$ cat config.mk
export PLATFORM = sky130hd
export DESIGN_NAME = volume_step_attenuation_ramp_unit
export DESIGN_NICKNAME = d
export VERILOG_FILES = /design/src/vsar_pkg.sv /design/src/vsar_code_unit.sv /design/src/volume_step_attenuation_ramp_unit.sv
export VERILOG_INCLUDE_DIRS = /design/src /design/src/src
export SDC_FILE = /design/constraint.sdc
export NUM_CORES = 1
export LEC_CHECK = 0
export BUFFER_PORTS_ARGS = -buffer_cell sky130_fd_sc_hd__buf_2
export CORE_ASPECT_RATIO = 2
export CORE_UTILIZATION = 64
export CTS_CLUSTER_SIZE = 8
export DETAILED_ROUTE_END_ITERATION = 8
export MAX_ROUTING_LAYER = met4
export PLACE_DENSITY = 0.82
export SETUP_SLACK_MARGIN = 0.15
export SYNTH_ARGS = -nofsm -noshare
export SYNTH_HDL_FRONTEND = slang
export SYNTH_SLANG_ARGS = --single-unit
$ cat constraint.sdc
create_clock -name clk -period 9.5 [get_ports clk]
set_input_delay 0 -clock clk [delete_from_list [all_inputs] [get_ports clk]]
set_output_delay 0 -clock clk [all_outputs]
set_load 0.05 [all_outputs]
$ cat src/volume_step_attenuation_ramp_unit_macros.svh
// ----------------------------------------------------------------------------
// Assertion macros for the volume step attenuation ramp unit
// Concurrent checks that compile away when SYNTHESIS is defined.
// ----------------------------------------------------------------------------
`ifndef VOLUME_STEP_ATTENUATION_RAMP_UNIT_MACROS_SVH
`define VOLUME_STEP_ATTENUATION_RAMP_UNIT_MACROS_SVH

`ifndef SYNTHESIS
// same-cycle implication
`define VSAR_ASSERT_IMPLY(lbl, clk, rst, ante, cons, msg) \
  lbl: assert property (@(posedge clk) disable iff (rst) (ante) |-> (cons)) \
    else $error(msg);
// next-cycle implication
`define VSAR_ASSERT_NEXT(lbl, clk, rst, ante, cons, msg) \
  lbl: assert property (@(posedge clk) disable iff (rst) (ante) |=> (cons)) \
    else $error(msg);
`else
`define VSAR_ASSERT_IMPLY(lbl, clk, rst, ante, cons, msg)
`define VSAR_ASSERT_NEXT(lbl, clk, rst, ante, cons, msg)
`endif

`endif

$ cat src/vsar_pkg.sv
// ----------------------------------------------------------------------------
// vsar_pkg
// Shared widths, codes, reset values and payload types of the volume ramp unit.
// ----------------------------------------------------------------------------
package vsar_pkg;

  localparam int STEP_W     = 8;
  localparam int CODE_W     = 11;
  localparam int REQ_W      = 16;
  localparam int CFG_IDX_W  = 3;
  localparam int CFG_DATA_W = 8;

  // divider: quotient never exceeds 1020, dividend 8*num + den fits 20 bits
  localparam int DIV_BITS   = 10;
  localparam int DIVIDEND_W = 20;
  localparam int DIV_CNT_W  = $clog2(DIV_BITS);

  localparam logic [STEP_W-1:0] MIN_VOLUME_STEPS = 8'd10;

  // command codes
  localparam logic [1:0] MODE_SET    = 2'd0;
  localparam logic [1:0] MODE_MUTE   = 2'd1;
  localparam logic [1:0] MODE_UNMUTE = 2'd2;
  localparam logic [1:0] MODE_TICK   = 2'd3;

  // register indexes
  localparam logic [CFG_IDX_W-1:0] REG_VOLUME_STEPS = 3'd0;
  localparam logic [CFG_IDX_W-1:0] REG_MIN_ATTEN_DB = 3'd1;
  localparam logic [CFG_IDX_W-1:0] REG_MAX_ATTEN_DB = 3'd2;
  localparam logic [CFG_IDX_W-1:0] REG_MUTE_LEVEL   = 3'd3;
  localparam logic [CFG_IDX_W-1:0] REG_MIN_STEP     = 3'd4;
  localparam logic [CFG_IDX_W-1:0] REG_MAX_STEP     = 3'd5;
  localparam logic [CFG_IDX_W-1:0] REG_PASSTHROUGH  = 3'd6;

  // register reset values
  localparam logic [STEP_W-1:0] RST_VOLUME_STEPS = 8'd64;
  localparam logic [STEP_W-1:0] RST_MIN_ATTEN_DB = 8'd0;
  localparam logic [STEP_W-1:0] RST_MAX_ATTEN_DB = 8'd111;
  localparam logic [STEP_W-1:0] RST_MUTE_LEVEL   = 8'd0;
  localparam logic [STEP_W-1:0] RST_MIN_STEP     = 8'd1;
  localparam logic [STEP_W-1:0] RST_MAX_STEP     = 8'd64;
  localparam logic              RST_PASSTHROUGH  = 1'b0;

  typedef logic signed [CODE_W-1:0] code_t;

  typedef struct packed {
    logic [1:0]              mode;
    logic signed [REQ_W-1:0] requested_step;
    logic                    volume_allowed;
  } in_item_t;

  typedef struct packed {
    code_t level;
    logic  hard_mute;
    logic  ramp_done;
  } out_item_t;

  // mapping settings seen by the code unit
  typedef struct packed {
    logic [STEP_W-1:0] volume_steps;
    logic [STEP_W-1:0] min_atten_db;
    logic [STEP_W-1:0] max_atten_db;
  } atten_cfg_t;

  // code unit status
  typedef struct packed {
    logic  done;
    code_t code;
  } code_rsp_t;

endpackage

$ cat src/vsar_code_unit.sv
// ----------------------------------------------------------------------------
// vsar_code_unit
// Step to attenuation code: shared 8x8 multiplier, then restoring divider.
// ----------------------------------------------------------------------------
`include "volume_step_attenuation_ramp_unit_macros.svh"

module vsar_code_unit import vsar_pkg::*; (
  input  logic              clk,
  input  logic              rst,
  input  logic              start,
  input  logic [STEP_W-1:0] step,
  input  atten_cfg_t        cfg,
  output code_rsp_t         rsp
);

  localparam logic [1:0] CU_IDLE  = 2'd0;
  localparam logic [1:0] CU_MUL_A = 2'd1;
  localparam logic [1:0] CU_MUL_B = 2'd2;
  localparam logic [1:0] CU_DIV   = 2'd3;

  logic [1:0]            state;
  logic [STEP_W-1:0]     step_q;
  logic [2*STEP_W-1:0]   acc;
  logic [DIVIDEND_W-1:0] rem;
  logic [DIVIDEND_W-1:0] dv_sh;
  logic [DIV_BITS-1:0]   quo;
  logic [DIV_CNT_W-1:0]  bit_idx;
  logic                  done_q;
  code_t                 code_q;

  logic [STEP_W-1:0]     range;
  logic [STEP_W-1:0]     den;
  logic                  fallback;
  logic [STEP_W-1:0]     mul_a;
  logic [STEP_W-1:0]     mul_b;
  logic [2*STEP_W-1:0]   prod;
  logic [2*STEP_W-1:0]   num;
  logic                  fits;
  logic [DIV_BITS-1:0]   quo_next;

  assign range = cfg.max_atten_db - cfg.min_atten_db;
  assign den   = cfg.volume_steps - 8'd1;

  assign fallback = (cfg.min_atten_db >= cfg.max_atten_db) || (step == '0) ||
                    (step > cfg.volume_steps) || (cfg.volume_steps < MIN_VOLUME_STEPS) ||
                    (cfg.volume_steps <= (range >> 2));

  // one multiplier, operands picked by the sequencer
  always_comb begin
    if (state == CU_MUL_A) begin
      mul_a = cfg.max_atten_db;
      mul_b = den;
    end else begin
      mul_a = step_q - 8'd1;
      mul_b = range;
    end
  end

  assign prod     = mul_a * mul_b;
  assign num      = acc - prod;
  assign fits     = rem >= dv_sh;
  assign quo_next = {quo[DIV_BITS-2:0], fits};

  always_ff @(posedge clk) begin
    if (rst) begin
      state  <= CU_IDLE;
      done_q <= 1'b0;
    end else begin
      done_q <= 1'b0;
      case (state)
        CU_IDLE: begin
          if (start) begin
            step_q <= step;
            if (fallback) begin
              done_q <= 1'b1;
              code_q <= code_t'(-$signed({1'b0, cfg.min_atten_db, 2'b00}));
            end else begin
              state <= CU_MUL_A;
            end
          end
        end
        CU_MUL_A: begin
          acc   <= prod;
          state <= CU_MUL_B;
        end
        CU_MUL_B: begin
          // dividend 2*(4*num) + den, divisor 2*den
          rem     <= {1'b0, num, 3'b000} + DIVIDEND_W'(den);
          dv_sh   <= DIVIDEND_W'({den, 1'b0}) << (DIV_BITS - 1);
          quo     <= '0;
          bit_idx <= DIV_CNT_W'(DIV_BITS - 1);
          state   <= CU_DIV;
        end
        CU_DIV: begin
          if (fits) begin
            rem <= rem - dv_sh;
          end
          dv_sh   <= dv_sh >> 1;
          quo     <= quo_next;
          bit_idx <= bit_idx - 1'b1;
          if (bit_idx == '0) begin
            done_q <= 1'b1;
            code_q <= code_t'(-$signed({1'b0, quo_next}));
            state  <= CU_IDLE;
          end
        end
        default: state <= CU_IDLE;
      endcase
    end
  end

  assign rsp.done = done_q;
  assign rsp.code = code_q;

  `VSAR_ASSERT_IMPLY(a_start_idle, clk, rst, start, state == CU_IDLE,
                     "code unit started while busy")
  `VSAR_ASSERT_IMPLY(a_code_nonpos, clk, rst, done_q,
                     code_q[CODE_W-1] || (code_q == '0), "positive code")
  `VSAR_ASSERT_NEXT(a_div_bound, clk, rst, state == CU_MUL_B,
                    rem < (dv_sh << 1), "quotient overflow")

endmodule

$ cat src/volume_step_attenuation_ramp_unit.sv
// ----------------------------------------------------------------------------
// volume_step_attenuation_ramp_unit
// Volume command processor with quarter-dB attenuation ramp.
// ----------------------------------------------------------------------------
// Usage:
//   in_*  : one command per transfer (set volume, mute, unmute, tick).
//   out_* : zero or one chip write per command (level, hard_mute, ramp_done).
//   cfg_* : register writes, one per cycle with cfg_write high; only while idle.
// Sequencing:
//   set volume and unmute compute two codes, one after the other, on the shared
//   code unit before their write is placed. Mute with a level needs one code;
//   hard mute and tick need none. Out-of-range settings take the fallback code
//   straight from the code unit's idle state, with no multiply or divide.
//   The code unit sets the pace: one multiplier used twice, then a 10-step
//   restoring divider. One command is in flight at a time; in_stall is high
//   from acceptance until its write has been placed in the output register.
// Reset: rst clears volume state and loads the register defaults.
// Stall: a write waits in the output register while out_stall is high; the
//   next command may already be accepted and holds until the slot is free.
// ----------------------------------------------------------------------------
`include "volume_step_attenuation_ramp_unit_macros.svh"

module volume_step_attenuation_ramp_unit import vsar_pkg::*; (
  input  logic                  clk,
  input  logic                  rst,
  // command channel
  input  logic                  in_valid,
  output logic                  in_stall,
  input  in_item_t              in_data,
  // chip write channel
  output logic                  out_valid,
  input  logic                  out_stall,
  output out_item_t             out_data,
  // register port
  input  logic                  cfg_write,
  input  logic [CFG_IDX_W-1:0]  cfg_index,
  input  logic [CFG_DATA_W-1:0] cfg_data
);

  // sequencer states
  localparam logic [2:0] S_IDLE = 3'd0;  // ready for a command
  localparam logic [2:0] S_FROM = 3'd1;  // code of the old step
  localparam logic [2:0] S_TO   = 3'd2;  // code of the new step
  localparam logic [2:0] S_MUTE = 3'd3;  // code of mute_level
  localparam logic [2:0] S_OUT  = 3'd4;  // waiting for the output slot

  // configuration
  logic [STEP_W-1:0] volume_steps;
  logic [STEP_W-1:0] min_atten_db;
  logic [STEP_W-1:0] max_atten_db;
  logic [STEP_W-1:0] mute_level;
  logic [STEP_W-1:0] min_step;
  logic [STEP_W-1:0] max_step;
  logic              passthrough;

  // volume state
  logic [2:0]        state;
  logic [STEP_W-1:0] current_step;
  logic              muted_flag;
  code_t             ramp_position;
  code_t             ramp_target;
  logic              ramp_active;

  // per-command payload
  logic [STEP_W-1:0] new_step;
  code_t             from_code;
  out_item_t         pending;

  logic                    in_accept;
  logic                    out_load;
  logic signed [REQ_W-1:0] req_sel;
  logic signed [REQ_W-1:0] min_s;
  logic signed [REQ_W-1:0] max_s;
  logic signed [REQ_W-1:0] req_clamped;
  logic [STEP_W-1:0]       new_step_sel;
  code_t                   pos_next;
  logic                    active_next;

  logic              cu_start;
  logic [STEP_W-1:0] cu_step;
  atten_cfg_t        cu_cfg;
  code_rsp_t         cu_rsp;

  assign in_stall  = (state != S_IDLE);
  assign in_accept = in_valid && !in_stall;
  assign out_load  = (state == S_OUT) && (!out_valid || !out_stall);

  // register writes; unknown indexes are dropped
  always_ff @(posedge clk) begin
    if (rst) begin
      volume_steps <= RST_VOLUME_STEPS;
      min_atten_db <= RST_MIN_ATTEN_DB;
      max_atten_db <= RST_MAX_ATTEN_DB;
      mute_level   <= RST_MUTE_LEVEL;
      min_step     <= RST_MIN_STEP;
      max_step     <= RST_MAX_STEP;
      passthrough  <= RST_PASSTHROUGH;
    end else if (cfg_write) begin
      case (cfg_index)
        REG_VOLUME_STEPS: volume_steps <= cfg_data;
        REG_MIN_ATTEN_DB: min_atten_db <= cfg_data;
        REG_MAX_ATTEN_DB: max_atten_db <= cfg_data;
        REG_MUTE_LEVEL:   mute_level   <= cfg_data;
        REG_MIN_STEP:     min_step     <= cfg_data;
        REG_MAX_STEP:     max_step     <= cfg_data;
        REG_PASSTHROUGH:  passthrough  <= cfg_data[0];
        default: ;
      endcase
    end
  end

  // Step clamp: unmute re-applies the stored step. min_step is tested first,
  // so with min above max a request below min_step gets min_step, any other max_step.
  assign req_sel = (in_data.mode == MODE_UNMUTE) ? $signed({8'd0, current_step})
                                                 : in_data.requested_step;
  assign min_s   = $signed({8'd0, min_step});
  assign max_s   = $signed({8'd0, max_step});

  always_comb begin
    if (req_sel < min_s) begin
      req_clamped = min_s;
    end else if (req_sel > max_s) begin
      req_clamped = max_s;
    end else begin
      req_clamped = req_sel;
    end
  end

  assign new_step_sel = passthrough ? max_step : req_clamped[STEP_W-1:0];

  // ramp moves one code toward the target per tick
  always_comb begin
    if (ramp_position < ramp_target) begin
      pos_next = ramp_position + 11'sd1;
    end else if (ramp_position > ramp_target) begin
      pos_next = ramp_position - 11'sd1;
    end else begin
      pos_next = ramp_position;
    end
  end

  assign active_next = (pos_next != ramp_target);

  // code unit launch
  always_comb begin
    cu_start = 1'b0;
    cu_step  = current_step;
    if (state == S_IDLE && in_accept) begin
      case (in_data.mode)
        MODE_SET:    cu_start = in_data.volume_allowed && !muted_flag;
        MODE_UNMUTE: cu_start = in_data.volume_allowed;
        MODE_MUTE: begin
          cu_start = (mute_level != '0);
          cu_step  = mute_level;
        end
        default: cu_start = 1'b0;
      endcase
    end else if (state == S_FROM && cu_rsp.done) begin
      cu_start = 1'b1;
      cu_step  = new_step;
    end
  end

  assign cu_cfg.volume_steps = volume_steps;
  assign cu_cfg.min_atten_db = min_atten_db;
  assign cu_cfg.max_atten_db = max_atten_db;

  vsar_code_unit u_code (
    .clk   (clk),
    .rst   (rst),
    .start (cu_start),
    .step  (cu_step),
    .cfg   (cu_cfg),
    .rsp   (cu_rsp)
  );

  // command sequencer
  always_ff @(posedge clk) begin
    if (rst) begin
      state         <= S_IDLE;
      current_step  <= '0;
      muted_flag    <= 1'b0;
      ramp_position <= '0;
      ramp_target   <= '0;
      ramp_active   <= 1'b0;
    end else begin
      case (state)
        S_IDLE: begin
          if (in_accept) begin
            case (in_data.mode)
              MODE_SET: begin
                // muted: clamp only, nothing stored or written
                if (in_data.volume_allowed && !muted_flag) begin
                  new_step <= new_step_sel;
                  state    <= S_FROM;
                end
              end
              MODE_UNMUTE: begin
                muted_flag <= 1'b0;
                if (in_data.volume_allowed) begin
                  new_step <= new_step_sel;
                  state    <= S_FROM;
                end
              end
              MODE_MUTE: begin
                ramp_active <= 1'b0;
                muted_flag  <= 1'b1;
                if (mute_level != '0) begin
                  state <= S_MUTE;
                end else begin
                  pending <= '{level: '0, hard_mute: 1'b1, ramp_done: 1'b1};
                  state   <= S_OUT;
                end
              end
              default: begin
                // tick with no ramp gives no write
                if (ramp_active) begin
                  ramp_position <= pos_next;
                  ramp_active   <= active_next;
                  pending <= '{level: pos_next, hard_mute: 1'b0, ramp_done: !active_next};
                  state   <= S_OUT;
                end
              end
            endcase
          end
        end
        S_FROM: begin
          if (cu_rsp.done) begin
            from_code    <= cu_rsp.code;
            current_step <= new_step;
            state        <= S_TO;
          end
        end
        S_TO: begin
          if (cu_rsp.done) begin
            // any older ramp is replaced; equal codes finish at once
            ramp_position <= from_code;
            ramp_target   <= cu_rsp.code;
            ramp_active   <= (from_code != cu_rsp.code);
            pending <= '{level: from_code, hard_mute: 1'b0,
                         ramp_done: (from_code == cu_rsp.code)};
            state   <= S_OUT;
          end
        end
        S_MUTE: begin
          if (cu_rsp.done) begin
            pending <= '{level: cu_rsp.code, hard_mute: 1'b0, ramp_done: 1'b1};
            state   <= S_OUT;
          end
        end
        S_OUT: begin
          if (out_load) begin
            state <= S_IDLE;
          end
        end
        default: state <= S_IDLE;
      endcase
    end
  end

  // output register
  always_ff @(posedge clk) begin
    if (rst) begin
      out_valid <= 1'b0;
    end else if (out_load) begin
      out_valid <= 1'b1;
    end else if (!out_stall) begin
      out_valid <= 1'b0;
    end
  end

  always_ff @(posedge clk) begin
    if (out_load) begin
      out_data <= pending;
    end
  end

  `VSAR_ASSERT_IMPLY(a_ramp_open, clk, rst, ramp_active,
                     ramp_position != ramp_target, "ramp active at target")
  `VSAR_ASSERT_NEXT(a_out_load, clk, rst, out_load,
                    out_valid && (state == S_IDLE), "write not placed")
  `VSAR_ASSERT_NEXT(a_muted_set, clk, rst,
                    in_accept && (in_data.mode == MODE_SET) && muted_flag,
                    state == S_IDLE, "set while muted not dropped")
  `VSAR_ASSERT_NEXT(a_idle_tick, clk, rst,
                    in_accept && (in_data.mode == MODE_TICK) && !ramp_active,
                    (state == S_IDLE) && !ramp_active, "idle tick changed state")

endmodule
### Word level (Yosys, flattened, before mapping)

Cells that the tools add are included.

* add/sub/neg operators: 11
* multipliers: 1
* divide/modulo/power cells: 0
* $lt $le $gt $ge: 9
* equality and inequality tests: 40
* shifts and indexed selects: 0
* mux-type cells: 64
* bitwise logic cells: 1
* reductions and logical operators: 54

Operator list (count)
* 11-bit two-way mux: 9
* 8-bit two-way mux: 10
* 20-bit case mux with 2 select lines: 2
* 13-bit two-way mux: 5
* 11-bit case mux with 2 select lines: 2
* 13-bit case mux with 3 select lines: 1
* 13-bit case mux with 2 select lines: 1
* 3-bit two-way mux: 8
* 11-bit != test: 2
* 10-bit negation with 11-bit output: 2
* 2-bit AND reduction: 11
* 19-bit by 8-bit adder with 20-bit output: 1
* 20-bit >= comparator: 1
* 20-bit two-way mux: 1
* 20-bit subtractor: 1
* 2-bit != test (second input constant): 9
* 9-bit case mux with 2 select lines: 1
* 16-bit by 9-bit greater-than comparator with 1-bit output: 1
* 16-bit by 9-bit less-than comparator with 1-bit output: 1
* 8-bit by 8-bit multiplier with 16-bit output: 1
* 16-bit two-way mux: 1
* 2-bit by 1-bit != test with 1-bit output (second input constant): 8
* 8-bit case mux with 2 select lines: 1
* 16-bit subtractor: 1
* other kinds (47): 99

* register bits after elaboration: 221
* latch bits: 0
* bits in writable memories: 0
* memory bits (read-only): 0
* input bits: 35
* memories kept: 0

### Longest topological paths before layout

Gate-level depths: netlist (run 1).

* depth after elaboration: 13
* mapped depth: 39

### Cells and area by module

A second synthesis (run 1) with hierarchy kept.

* cells, all modules: 1897
* area total of the unflattened synthesis: 16488.3 um^2

Modules (own cells, without submodules)
* vsar_code_unit: times used 1, cells each 958, area each 8873.5 um^2, sequential area each 2642.5 um^2
* volume_step_attenuation_ramp_unit: times used 1, cells each 939, area each 7614.8 um^2, sequential area each 3052.9 um^2

### Worst setup path after synthesis (run 1)

Ideal clock, no wire load.

* path kind: flip-flop to flip-flop
* start point: register min_atten_db[1]
* end point: register u_code.rem[18], data pin
* setup time: 0.257 ns
* arrival: 8.168 ns
* slack: 1.075 ns
* cell stages (with the launch flop): 35
* cell sequence: dfxtp_1 inv_1 ha_1 nor2b_1 o21ai_0 nand2_1 a21oi_1 o21bai_1 a21o_1 a21oi_1 xor2_1 mux2_2 or2_2 fa_1 fa_1 inv_1 fa_1 inv_1 fa_1 inv_1 ha_1 and3_1 a221oi_2 nand2b_1 xor2_1 inv_1 ha_1 and4_1 o21a_1 a211oi_1 nand3b_1 or4b_4 or4_1 a21oi_1 nor3_1

* cells in the longest elaborated chain, start to end: 6

Ends and longest elaborated chain
* start: declaration: RTL line volume_step_attenuation_ramp_unit.sv:49 `logic [STEP_W-1:0] min_atten_db;`
* start signal: assignment: RTL line volume_step_attenuation_ramp_unit.sv:101 `REG_MIN_ATTEN_DB: min_atten_db <= cfg_data;`
* 8-bit subtractor: RTL line vsar_code_unit.sv:41 `assign range = cfg.max_atten_db - cfg.min_atten_db;`
* 8-bit two-way mux: RTL line vsar_code_unit.sv:50 `if (state == CU_MUL_A) begin`
* 8-bit by 8-bit multiplier with 16-bit output: RTL line vsar_code_unit.sv:59 `assign prod = mul_a * mul_b;`
* net u_code.prod[8]: RTL line vsar_code_unit.sv:36 `logic [2*STEP_W-1:0] prod;`
* 16-bit subtractor: RTL line vsar_code_unit.sv:60 `assign num = acc - prod;`
* 19-bit by 8-bit adder with 20-bit output: RTL line vsar_code_unit.sv:88 `rem <= {1'b0, num, 3'b000} + DIVIDEND_W'(den);`
* 20-bit case mux with 2 select lines: RTL line vsar_code_unit.sv:70 `case (state)`
* end signal: assignment: RTL line vsar_code_unit.sv:88
* end signal: assignment: RTL line vsar_code_unit.sv:96 `rem <= rem - dv_sh;`
* end: declaration: RTL line vsar_code_unit.sv:24 `logic [DIVIDEND_W-1:0] rem;`

The timed path passes the listed nets, and every way through them passes these cells.
A chain may end at the register's enable or synchronous reset.

### Worst setup path after layout (run 1)

Ends and elaborated chain as after synthesis.

==> results by group, run 1 <==
Die
  – Cell row count: 83
  – DIE WIDTH: 117 um
  – Die ar.: 27200 um^2
  – Die Ht: 232 um
  – Core area: 25900 um^2
  – Boundary pin count: 50
  – Starting Density: 0.655

Cells and area
  – Synth-to-layout area growth: 10.1%
  – Layout cells sized above 1: 0.0836
  – Final net count: 2210
  – Ant. Diodes: 0
  – Layout Cells excl Fill: 2362

Synthesis
  – Most frequent cell after synthesis: nand2_1
  – YS warnings: 0
  – Seq/Total Area, Yosys: 0.336
  – Synth top area share: 0.232
  – Avg Inst Size Synth: 8.67 um^2
  – Ys async rst share: 0
  – Count of cell types in the netlist: 88
  – Top post-synthesis cells by count: nand2_1 (216), nor2_1 (192), inv_1 (170)
  – Yosys reg bits: 219
  – Cells after Synth: 1954
  – Total nets after synthesis: 2165
  – Dominant synthesized flop cell: edfxtp_1
  – Largest cells by area after synthesis: edfxtp_1 (23%), dfxtp_1 (10%), ha_1 (10%)
  – Cell Area, Synth: 16900 um^2
  – EDFF count, synth: 131
  – Cell taking the most area after synthesis: edfxtp_1

Placement
  – Cells after DPL: 2284
  – Port-buffer cells: 49
  – DP HPWL: 34600 um
  – Gpl congestion: 1.02

STA
  – Crit share post-route: 0.932
  – Worst Skew: 0.0167 ns
  – Unrepaired setup endpoints after global routing: no
  – Max Freq: 113 MHz
  – Slew HR: 0.249
  – Worst Hold Margin: 0.00724 ns
  – Endpoints failing setup: 0
  – Fin. max-slew vios: 0
  – Setup_tns: 0 ns
  – Crit path time final: 8.86 ns
  – Fin. Hold Viols: 0
  – Worst-margin pin slew: 1.12 ns

Worst setup path
  – Reg2Reg Depth: 35
  – CP Launch Type: register
  – Slowest CP cell: fa_1
  – CP endpoint kind: register
  – WS Path Type: reg2reg
  – Flop2flop setup slack: 0.64 ns
  – Top delay family on crit path: adder cells
  – CP Buf/Inv Count: 5
  – Critical path required time: 9.82 ns
  – Maximum fanout along the worst path: 8
  – CP dominant cell by count: inv_1
  – Reg2reg end: u_code.rem[18]$_DFFE_PP_
  – Slowest stage delay, CP: 0.56 ns
  – R2R Path Start: min_atten_db[1]$_SDFFE_PP0P_
  – Critical path arrival: 9.18 ns

Hold path
  – WHS Endpoint: muted_flag$_SDFFE_PP0P_
  – Hold Crit Start: in_data[17]
  – Path type of the worst min-delay path: in2reg
  – Hold depth: 6

Global routing
  – First-pass GRT wire length: 75800 um
  – GRT Total Usage: 0.376
  – Initial antenna violation count: 0
  – Largest net degree at the start of global routing: 91
  – Vias in the first global route: 15015
  – Grt ovf: 0

Clock network
  – CTS Buf Count: 31
  – Clock network latency to the later pin of the worst-skew pair: 0.57 ns
  – CTS H-Tree Depth: 1
  – Root buffer cell: clkbuf_16
  – Clock Sinks: 219
  – CTS tree: built
  – Reg clk slew, reported paths: 0.06 ns
  – Clock buffer depth: 3

Route
  – DR vias: 14941
  – Drt initial violations: 1178
  – DRT Pass-1 Iters: 7
  – Via density: 6.33
  – Total wire length: 47100 um
  – Wirelength per Cell: 20.0 um
  – DRC errors left: 0
  – Routed Antenna Nets: 0

Job
  – Max-Cap Viols: 0

Status
  – Status: finished, final reports clean
==> metal layers <==
layer,routed length (um),global-route usage,vias up
met1,15900,0.364,7123
met3,2380,0.0650,235
met5,0,-,-
met2,24600,0.645,572
li1,-,-,7011
met4,4260,0.297,0
==> final cells by class <==
cell class	count	area, um^2
tap	340	425
inverter	172	646
multi-input combinational	1479	10300
fill	1963	7210
clock inverter	1	20.0
timing repair buffer	96	651
sequential	219	5700
clock buffer	55	887
==> cells by family (layout without fill, tap and decap cells) <==
| group | Yosys count | count (layout) | share of synthesized area |
|---|---|---|---|
| AO/OA/AOI/OAI | 451 | 451 | 0.175 |
| adder cells (fa/ha/maj) | 177 | 177 | 0.148 |
| XOR/XNOR | 105 | 105 | 0.0551 |
| multiplexers | 42 | 42 | 0.0262 |
| flip-flops | 219 | 219 | 0.336 |
| buffers and inverters | 256 | 324 | 0.0579 |
| AND/OR/NAND/NOR | 704 | 704 | 0.201 |
==> layout by cell type (no fill, tap or decap), drive strengths merged, types with 31 or more instances in the layout <==
cell / instances
inv: 172
o21a: 33
nor2b: 32
dfxtp: 88
ha: 136
clkbuf: 55
edfxtp: 131
nor3: 39
xor2: 38
fa: 40
a21oi: 141
nand4: 31
nand2: 216
buf: 75
xnor2: 66
nor2: 193
and2: 33
o21ai: 77
nand3: 31
==> worst min-delay path: stages <==
cell and delay, ns:
buf_2 0.12, inv_1 0.07, ha_1 0.15, nand2_1 0.05
nand2_1 0.06, a21oi_1 0.06
==> timing repair <==
action                                 CTS  global route
setup endpoints to repair                0             6
setup buffers                            0             1
endpoints found under the hold margin   84             0
hold buffers                            21             0
resized for setup                        0             9
==> worst max-delay path by stage <==
stage	to	cells past startpoint	startpoint
6_report	u_code.rem[18]$_DFFE_PP_	35	min_atten_db[1]$_SDFFE_PP0P_
5_1_grt	u_code.rem[18]$_DFFE_PP_	35	min_atten_db[1]$_SDFFE_PP0P_
4_1_cts	u_code.rem[18]$_DFFE_PP_	35	min_atten_db[1]$_SDFFE_PP0P_
3_5_place_dp	u_code.rem[18]$_DFFE_PP_	35	min_atten_db[1]$_SDFFE_PP0P_
3_3_place_gp	u_code.rem[18]$_DFFE_PP_	35	min_atten_db[1]$_SDFFE_PP0P_
2_1_floorplan	u_code.rem[18]$_DFFE_PP_	34	min_atten_db[1]$_SDFFE_PP0P_
==> metrics by stage <==
| step | util | cell area [um^2] | worst slack [ns] |
|---|---|---|---|
| floorplan | - | 16900 | 1.07 |
| global placement | 0.676 | 17500 | 0.656 |
| detailed placement | 0.676 | 17500 | 0.490 |
| CTS | 0.719 | 18600 | 0.438 |
| global route | 0.721 | 18600 | 0.145 |
| finish | 0.721 | 18600 | 0.642 |
==> sequential cells by signal (all words and copies together) (netlist names), 9 cells and up <==
register,count
from_code,11
out_data,13
pending,13
ramp_position,11
ramp_target,11
u_code.acc,16
u_code.code_q,11
u_code.dv_sh,18
u_code.quo,9
u_code.rem,20
Power of run 1 is not shown: default switching activity piles up to over one toggle a cycle in this logic, so the estimate is an artifact.
==> run 2: changes to the inputs <==
clock period = 8.58 ns   (was 9.5 ns; I/O delays follow)
==> results by group, run 2 (synthesis gave the netlist of run 1 again) <==
Worst setup path
  – Maximum fanout along the worst path: 7 (-1)
  – Reg2Reg Depth: 40 (+14%)
  – Critical path arrival: 8.45 ns (-0.73 ns)
  – CP dominant cell by count: inv_1
  – Reg2reg end: u_code.rem[17]$_DFFE_PP_
  – Slowest CP cell: or4b_2
  – Slowest stage delay, CP: 0.59 ns (+0.03 ns)
  – R2R Path Start: max_atten_db[0]$_SDFFE_PP1P_
  – CP endpoint kind: register
  – WS Path Type: reg2reg
  – Critical path required time: 8.87 ns (-0.95 ns)
  – Flop2flop setup slack: 0.42 ns (-0.22 ns)
  – CP Launch Type: register

Clock network
  – Root buffer cell: clkbuf_16
  – Clock buffer depth: 3 (unchanged)
  – CTS tree: built
  – CTS Buf Count: 31 (unchanged)
  – CTS H-Tree Depth: 1 (unchanged)
  – Reg clk slew, reported paths: 0.05 ns (about the same)
  – Clock network latency to the later pin of the worst-skew pair: 0.58 ns (about the same)
  – Clock Sinks: 219 (unchanged)

Die
  – DIE WIDTH: 117 um (unchanged)
  – Starting Density: 0.655 (unchanged)
  – Core area: 25900 um^2 (unchanged)
  – Cell row count: 83 (unchanged)
  – Die ar.: 27200 um^2 (unchanged)
  – Boundary pin count: 50 (unchanged)
  – Die Ht: 232 um (unchanged)

Cells and area
  – Synth-to-layout area growth: 12.5%
  – Most flops, register: u_code.rem
  – Most common cell after layout, fill and taps aside: nand2_1
  – Layout cells sized above 1: 0.116 (+0.0320)
  – Max reg flops: 20 (unchanged)
  – Largest regs: u_code.rem: 20 flops, u_code.dv_sh: 18 flops, u_code.acc: 16 flops
  – Final net count: 2249 (+1.8%)
  – Most frequent cells in the layout: nand2_1 (216), nor2_1 (187), inv_1 (165)
  – Ant. Diodes: 0 (unchanged)
  – Core Util, Final: 0.737 (+0.0158)

Global routing
  – Largest net degree at the start of global routing: 94 (+3.3%)
  – First-pass GRT wire length: 77900 um (+2.8%)
  – Vias in the first global route: 15393 (+2.5%)
  – GRT Total Usage: 0.390 (+0.0140)
  – Initial antenna violation count: 0 (unchanged)
  – Grt ovf: 0 (unchanged)

STA
  – Crit path time final: 8.16 ns (-0.698 ns)
  – Endpoints failing setup: 0 (unchanged)
  – Crit share post-route: 0.951 (+0.0187)
  – Worst-margin pin slew: 1.12 ns (-0.000748 ns)
  – Unrepaired setup endpoints after global routing: no
  – Worst Hold Margin: 0.0666 ns (+0.0593 ns)
  – Final WS setup: 0.420 ns (-0.222 ns)
  – Fin. max-slew vios: 0 (unchanged)
  – Max Freq: 123 MHz (+8.6%)
  – Slew HR: 0.250 (+0.000500)
  – Worst Skew: 0.0189 ns (+0.00222 ns)
  – Fin. Hold Viols: 0 (unchanged)

Status
  – Status: finished, final reports clean

Route
  – Wirelength per Cell: 20.6 um (+3.0%)
  – DR vias: 15196 (+1.7%)
  – DRC errors left: 0 (unchanged)
  – Via density: 6.33 (about the same)
  – Drt initial violations: 1180 (+0.17%)
  – Routed Antenna Nets: 0 (unchanged)
  – DRT Pass-1 Iters: 7 (unchanged)
  – Total wire length: 49300 um (+4.7%)

Hold path
  – Hold depth: 2 (-4)
  – WHS Endpoint: passthrough$_SDFFE_PP0P_
  – Path type of the worst min-delay path: in2reg
  – Hold Crit Start: rst

Placement
  – DP HPWL: 35600 um (+2.8%)
  – Gpl congestion: 1.00 (-1.9%)
  – Setup WS pre-CTS: -0.0735 ns (-0.563 ns)
  – Port-buffer cells: 49 (unchanged)

Job
  – Max-Cap Viols: 0 (unchanged)
## run 2: worst max path at each step
stage                                  from                  endpoint  slack (ns)  cells past startpoint
6_report       max_atten_db[0]$_SDFFE_PP1P_  u_code.rem[17]$_DFFE_PP_        0.42                     40
3_5_place_dp   min_atten_db[1]$_SDFFE_PP0P_  u_code.rem[18]$_DFFE_PP_       -0.07                     35
4_1_cts        min_atten_db[1]$_SDFFE_PP0P_  u_code.rem[18]$_DFFE_PP_        0.16                     35
2_1_floorplan  min_atten_db[1]$_SDFFE_PP0P_  u_code.rem[18]$_DFFE_PP_        0.15                     34
5_1_grt        max_atten_db[0]$_SDFFE_PP1P_  u_code.rem[17]$_DFFE_PP_        0.04                     39
3_3_place_gp   min_atten_db[1]$_SDFFE_PP0P_  u_code.rem[18]$_DFFE_PP_        0.08                     35
## run 2: final cells by class
class                      instances  area, um^2
multi-input combinational       1479       10500
clock inverter                     2        26.3
fill                            1881        6800
sequential                       219        5700
inverter                         172         646
timing repair buffer             135         941
tap                              340         425
clock buffer                      53         858
## run 2: routing by layer
metal,global-route usage,wire (um)
met1,0.364,16400
met2,0.672,25800
met3,0.0817,2620
met4,0.313,4510
met5,-,0
## run 2: stage by stage
step / area [um^2] / TNS [ns] / instances
global placement: 17700 / 0 / 2315
global route: 19100 / 0 / 2400
finish: 19100 / 0 / 2400
CTS: 18900 / 0 / 2393
detailed placement: 17700 / -0.0747 / 2315
floorplan: 16900 / 0 / 1954
## run 2: worst max-delay path: cells and delay by family (launching register included)
| family | cells | cell delay [ns] |
|---|---|---|
| AOI/OAI and AO/OA | 10 | 1.57 |
| xor gates and xnor gates | 3 | 0.52 |
| adders and majority gates | 8 | 3.16 |
| buffers and inverters | 9 | 0.80 |
| DFF | 1 | 0.32 |
| muxes | 1 | 0.08 |
| and+or+nand+nor | 9 | 1.42 |
## run 2: what timing repair did
| action | in CTS | in global routing |
|---|---|---|
| hold buffers | 20 | 0 |
| cloned | 0 | 0 |
| setup buffers | 3 | 7 |
| setup endpoints to repair | 3 | 6 |
| pin swaps | 4 | 28 |
| resized for setup | 5 | 36 |
| endpoints found under the hold margin | 74 | 0 |
Power of run 2 is left out for the same reason.
==> run 3: changes to the inputs <==
CORE_UTILIZATION = 45   (was 64)
PLACE_DENSITY = unset   (was 0.82)
==> results by group, run 3 (synthesis gave the netlist of run 1 again) <==
Clock network
  – CTS Buf Count: 31 (unchanged)
  – Reg clk slew, reported paths: 0.05 ns (about the same)
  – Clock Sinks: 219 (unchanged)
  – CTS tree: built
  – Clock network latency to the later pin of the worst-skew pair: 0.57 ns (about the same)
  – CTS H-Tree Depth: 1 (unchanged)
  – Root buffer cell: clkbuf_16
  – Clock buffer depth: 3 (unchanged)

Global routing
  – First-pass GRT wire length: 77400 um (-0.67%)
  – Met1 Use GR: 0.245 (-0.119)
  – GRT Total Usage: 0.262 (-0.127)
  – Initial antenna violation count: 1 (+1)
  – Vias in the first global route: 14848 (-3.5%)
  – Met2 Track Usage GR: 0.494 (-0.178)
  – Global-route met3 utilization: 0.0227 (-0.0590)
  – GR peak layer: met2
  – Grt ovf: 0 (unchanged)
  – Largest net degree at the start of global routing: 91 (-3.2%)

STA
  – Fin. Hold Viols: 0 (unchanged)
  – Slew HR: 0.129 (-0.121)
  – Crit share post-route: 0.949 (-0.00197)
  – Unrepaired setup endpoints after global routing: no
  – Final WS setup: 0.437 ns (+0.0169 ns)
  – Endpoints failing setup: 0 (unchanged)
  – Fin. max-slew vios: 0 (unchanged)
  – Worst Hold Margin: 0.0785 ns (+0.0119 ns)
  – Max Freq: 123 MHz (+0.21%)
  – Worst-margin pin slew: 1.27 ns (+0.150 ns)
  – Crit path time final: 8.14 ns (-0.0169 ns)
  – Worst Skew: 0.0122 ns (-0.00669 ns)

Worst setup path
  – Slowest CP cell: or4b_4
  – Slowest stage delay, CP: 0.57 ns (-0.02 ns)
  – CP Buf/Inv Count: 6 (-3)
  – CP Launch Type: register
  – Critical path arrival: 8.45 ns (about the same)
  – Reg2Reg Depth: 36 (-10%)
  – Reg2reg end: u_code.rem[18]$_DFFE_PP_
  – CP endpoint kind: register
  – Critical path required time: 8.89 ns (+0.02 ns)
  – WS Path Type: reg2reg
  – Maximum fanout along the worst path: 5 (-2)
  – Top delay family on crit path: adder cells
  – Path length in cells of the critical path: 36 (-10%)
  – R2R Path Start: max_atten_db[0]$_SDFFE_PP1P_
  – Flop2flop setup slack: 0.44 ns (+0.02 ns)

Placement
  – DP HPWL: 37000 um (+4.0%)
  – Port-buffer cells: 49 (unchanged)
  – Gpl congestion: 0.948 (-5.4%)
  – Post-DP Area: 17900 um^2 (+0.76%)
  – Setup WS pre-CTS: -0.0654 ns (+0.00802 ns)

Route
  – Wirelength per Cell: 19.3 um (-6.3%)
  – DRT Pass-1 Iters: 7 (unchanged)
  – Total wire length: 48400 um (-2.0%)
  – Routed Antenna Nets: 0 (unchanged)
  – DRC errors left: 5 (+5)
  – Via density: 5.82 (-8.1%)
  – DR vias: 14622 (-3.8%)
  – Drt initial violations: 586 (-50%)

Die
  – Die ar.: 38500 um^2 (+42%)
  – DIE WIDTH: 139 um (+19%)
  – Boundary pin count: 50 (unchanged)
  – Starting Density: 0.456 (-0.199)
  – Core area: 37200 um^2 (+44%)
  – Die Ht: 276 um (+19%)
  – Cell row count: 100 (+20%)

Cells and area
  – Fillers: 3553 (+89%)
  – Core Util, Final: 0.516 (-0.221)
  – Final net count: 2241 (-0.36%)
  – Finished Cell Area: 19200 um^2 (+0.67%)
  – Most frequent cells in the layout: nand2_1 (215), nor2_1 (188), inv_1 (166)
  – Synth-to-layout area growth: 13.3%
  – Area of the multi-input gates: 10500 um^2 (+0.28%)
  – Layout cells sized above 1: 0.112 (-0.00350)
  – Max reg flops: 20 (unchanged)
  – Largest regs: u_code.rem: 20 flops, u_code.dv_sh: 18 flops, u_code.acc: 16 flops
  – Reg area: 5700 um^2 (about the same)
  – Most common cell after layout, fill and taps aside: nand2_1
  – Ant. Diodes: 0 (unchanged)
  – Most flops, register: u_code.rem

Hold path
  – Hold Crit Start: in_data[13]
  – Path type of the worst min-delay path: in2reg
  – WHS Endpoint: new_step[4]$_DFFE_PP_
  – Hold depth: 5 (+3)

Status
  – Status: complete, but fails checks
  – Failing checks: design-rule violations

Job
  – Max-Cap Viols: 0 (unchanged)
-- run 3: layout make-up --
cell class,count,area share
multi-input combinational,1479,0.547
sequential,219,0.297
clock inverter,1,0.000457
timing repair buffer,127,0.0459
inverter,172,0.0338
tap,459,0.0299
clock buffer,55,0.0462
-- run 3: repair_timing --
action / in CTS / in global routing
endpoints found under the setup margin: 3 / 6
pin swaps: 5 / 29
gates resized for setup: 10 / 36
setup buffers: 2 / 2
cloned: 0 / 0
endpoints found under the hold margin: 74 / 0
hold buffers: 20 / 0
-- run 3: tightest hold or removal path, stage by stage --
cell and delay [ns]:
buf_2 0.08, o41ai_2 0.06, buf_4 0.16, nand4_1 0.07
o211ai_1 0.08
-- run 3: how the worst max path moves through the flow --
stage,to,startpoint,slack (ns)
2_1_floorplan,u_code.rem[18]$_DFFE_PP_,min_atten_db[1]$_SDFFE_PP0P_,0.15
3_3_place_gp,u_code.rem[18]$_DFFE_PP_,min_atten_db[1]$_SDFFE_PP0P_,0.01
3_5_place_dp,u_code.rem[18]$_DFFE_PP_,min_atten_db[1]$_SDFFE_PP0P_,-0.07
4_1_cts,u_code.rem[18]$_DFFE_PP_,min_atten_db[1]$_SDFFE_PP0P_,0.15
5_1_grt,u_code.rem[18]$_DFFE_PP_,max_atten_db[0]$_SDFFE_PP1P_,0.07
6_report,u_code.rem[18]$_DFFE_PP_,max_atten_db[0]$_SDFFE_PP1P_,0.44
-- run 3: layer usage --
metal | vias to the layer above | wire (um)
met3 | 196 | 1440
met5 | - | 0
met2 | 366 | 26400
met1 | 6995 | 16700
met4 | 0 | 3860
li1 | 7065 | -
-- run 3: per-stage QoR --
stage          cells  setup TNS, ns
3_3_place_gp    2432              0
2_1_floorplan   1954              0
5_1_grt         2512              0
6_report        2512              0
3_5_place_dp    2432        -0.0966
4_1_cts         2510              0
Power of run 3 is left out for the same reason.
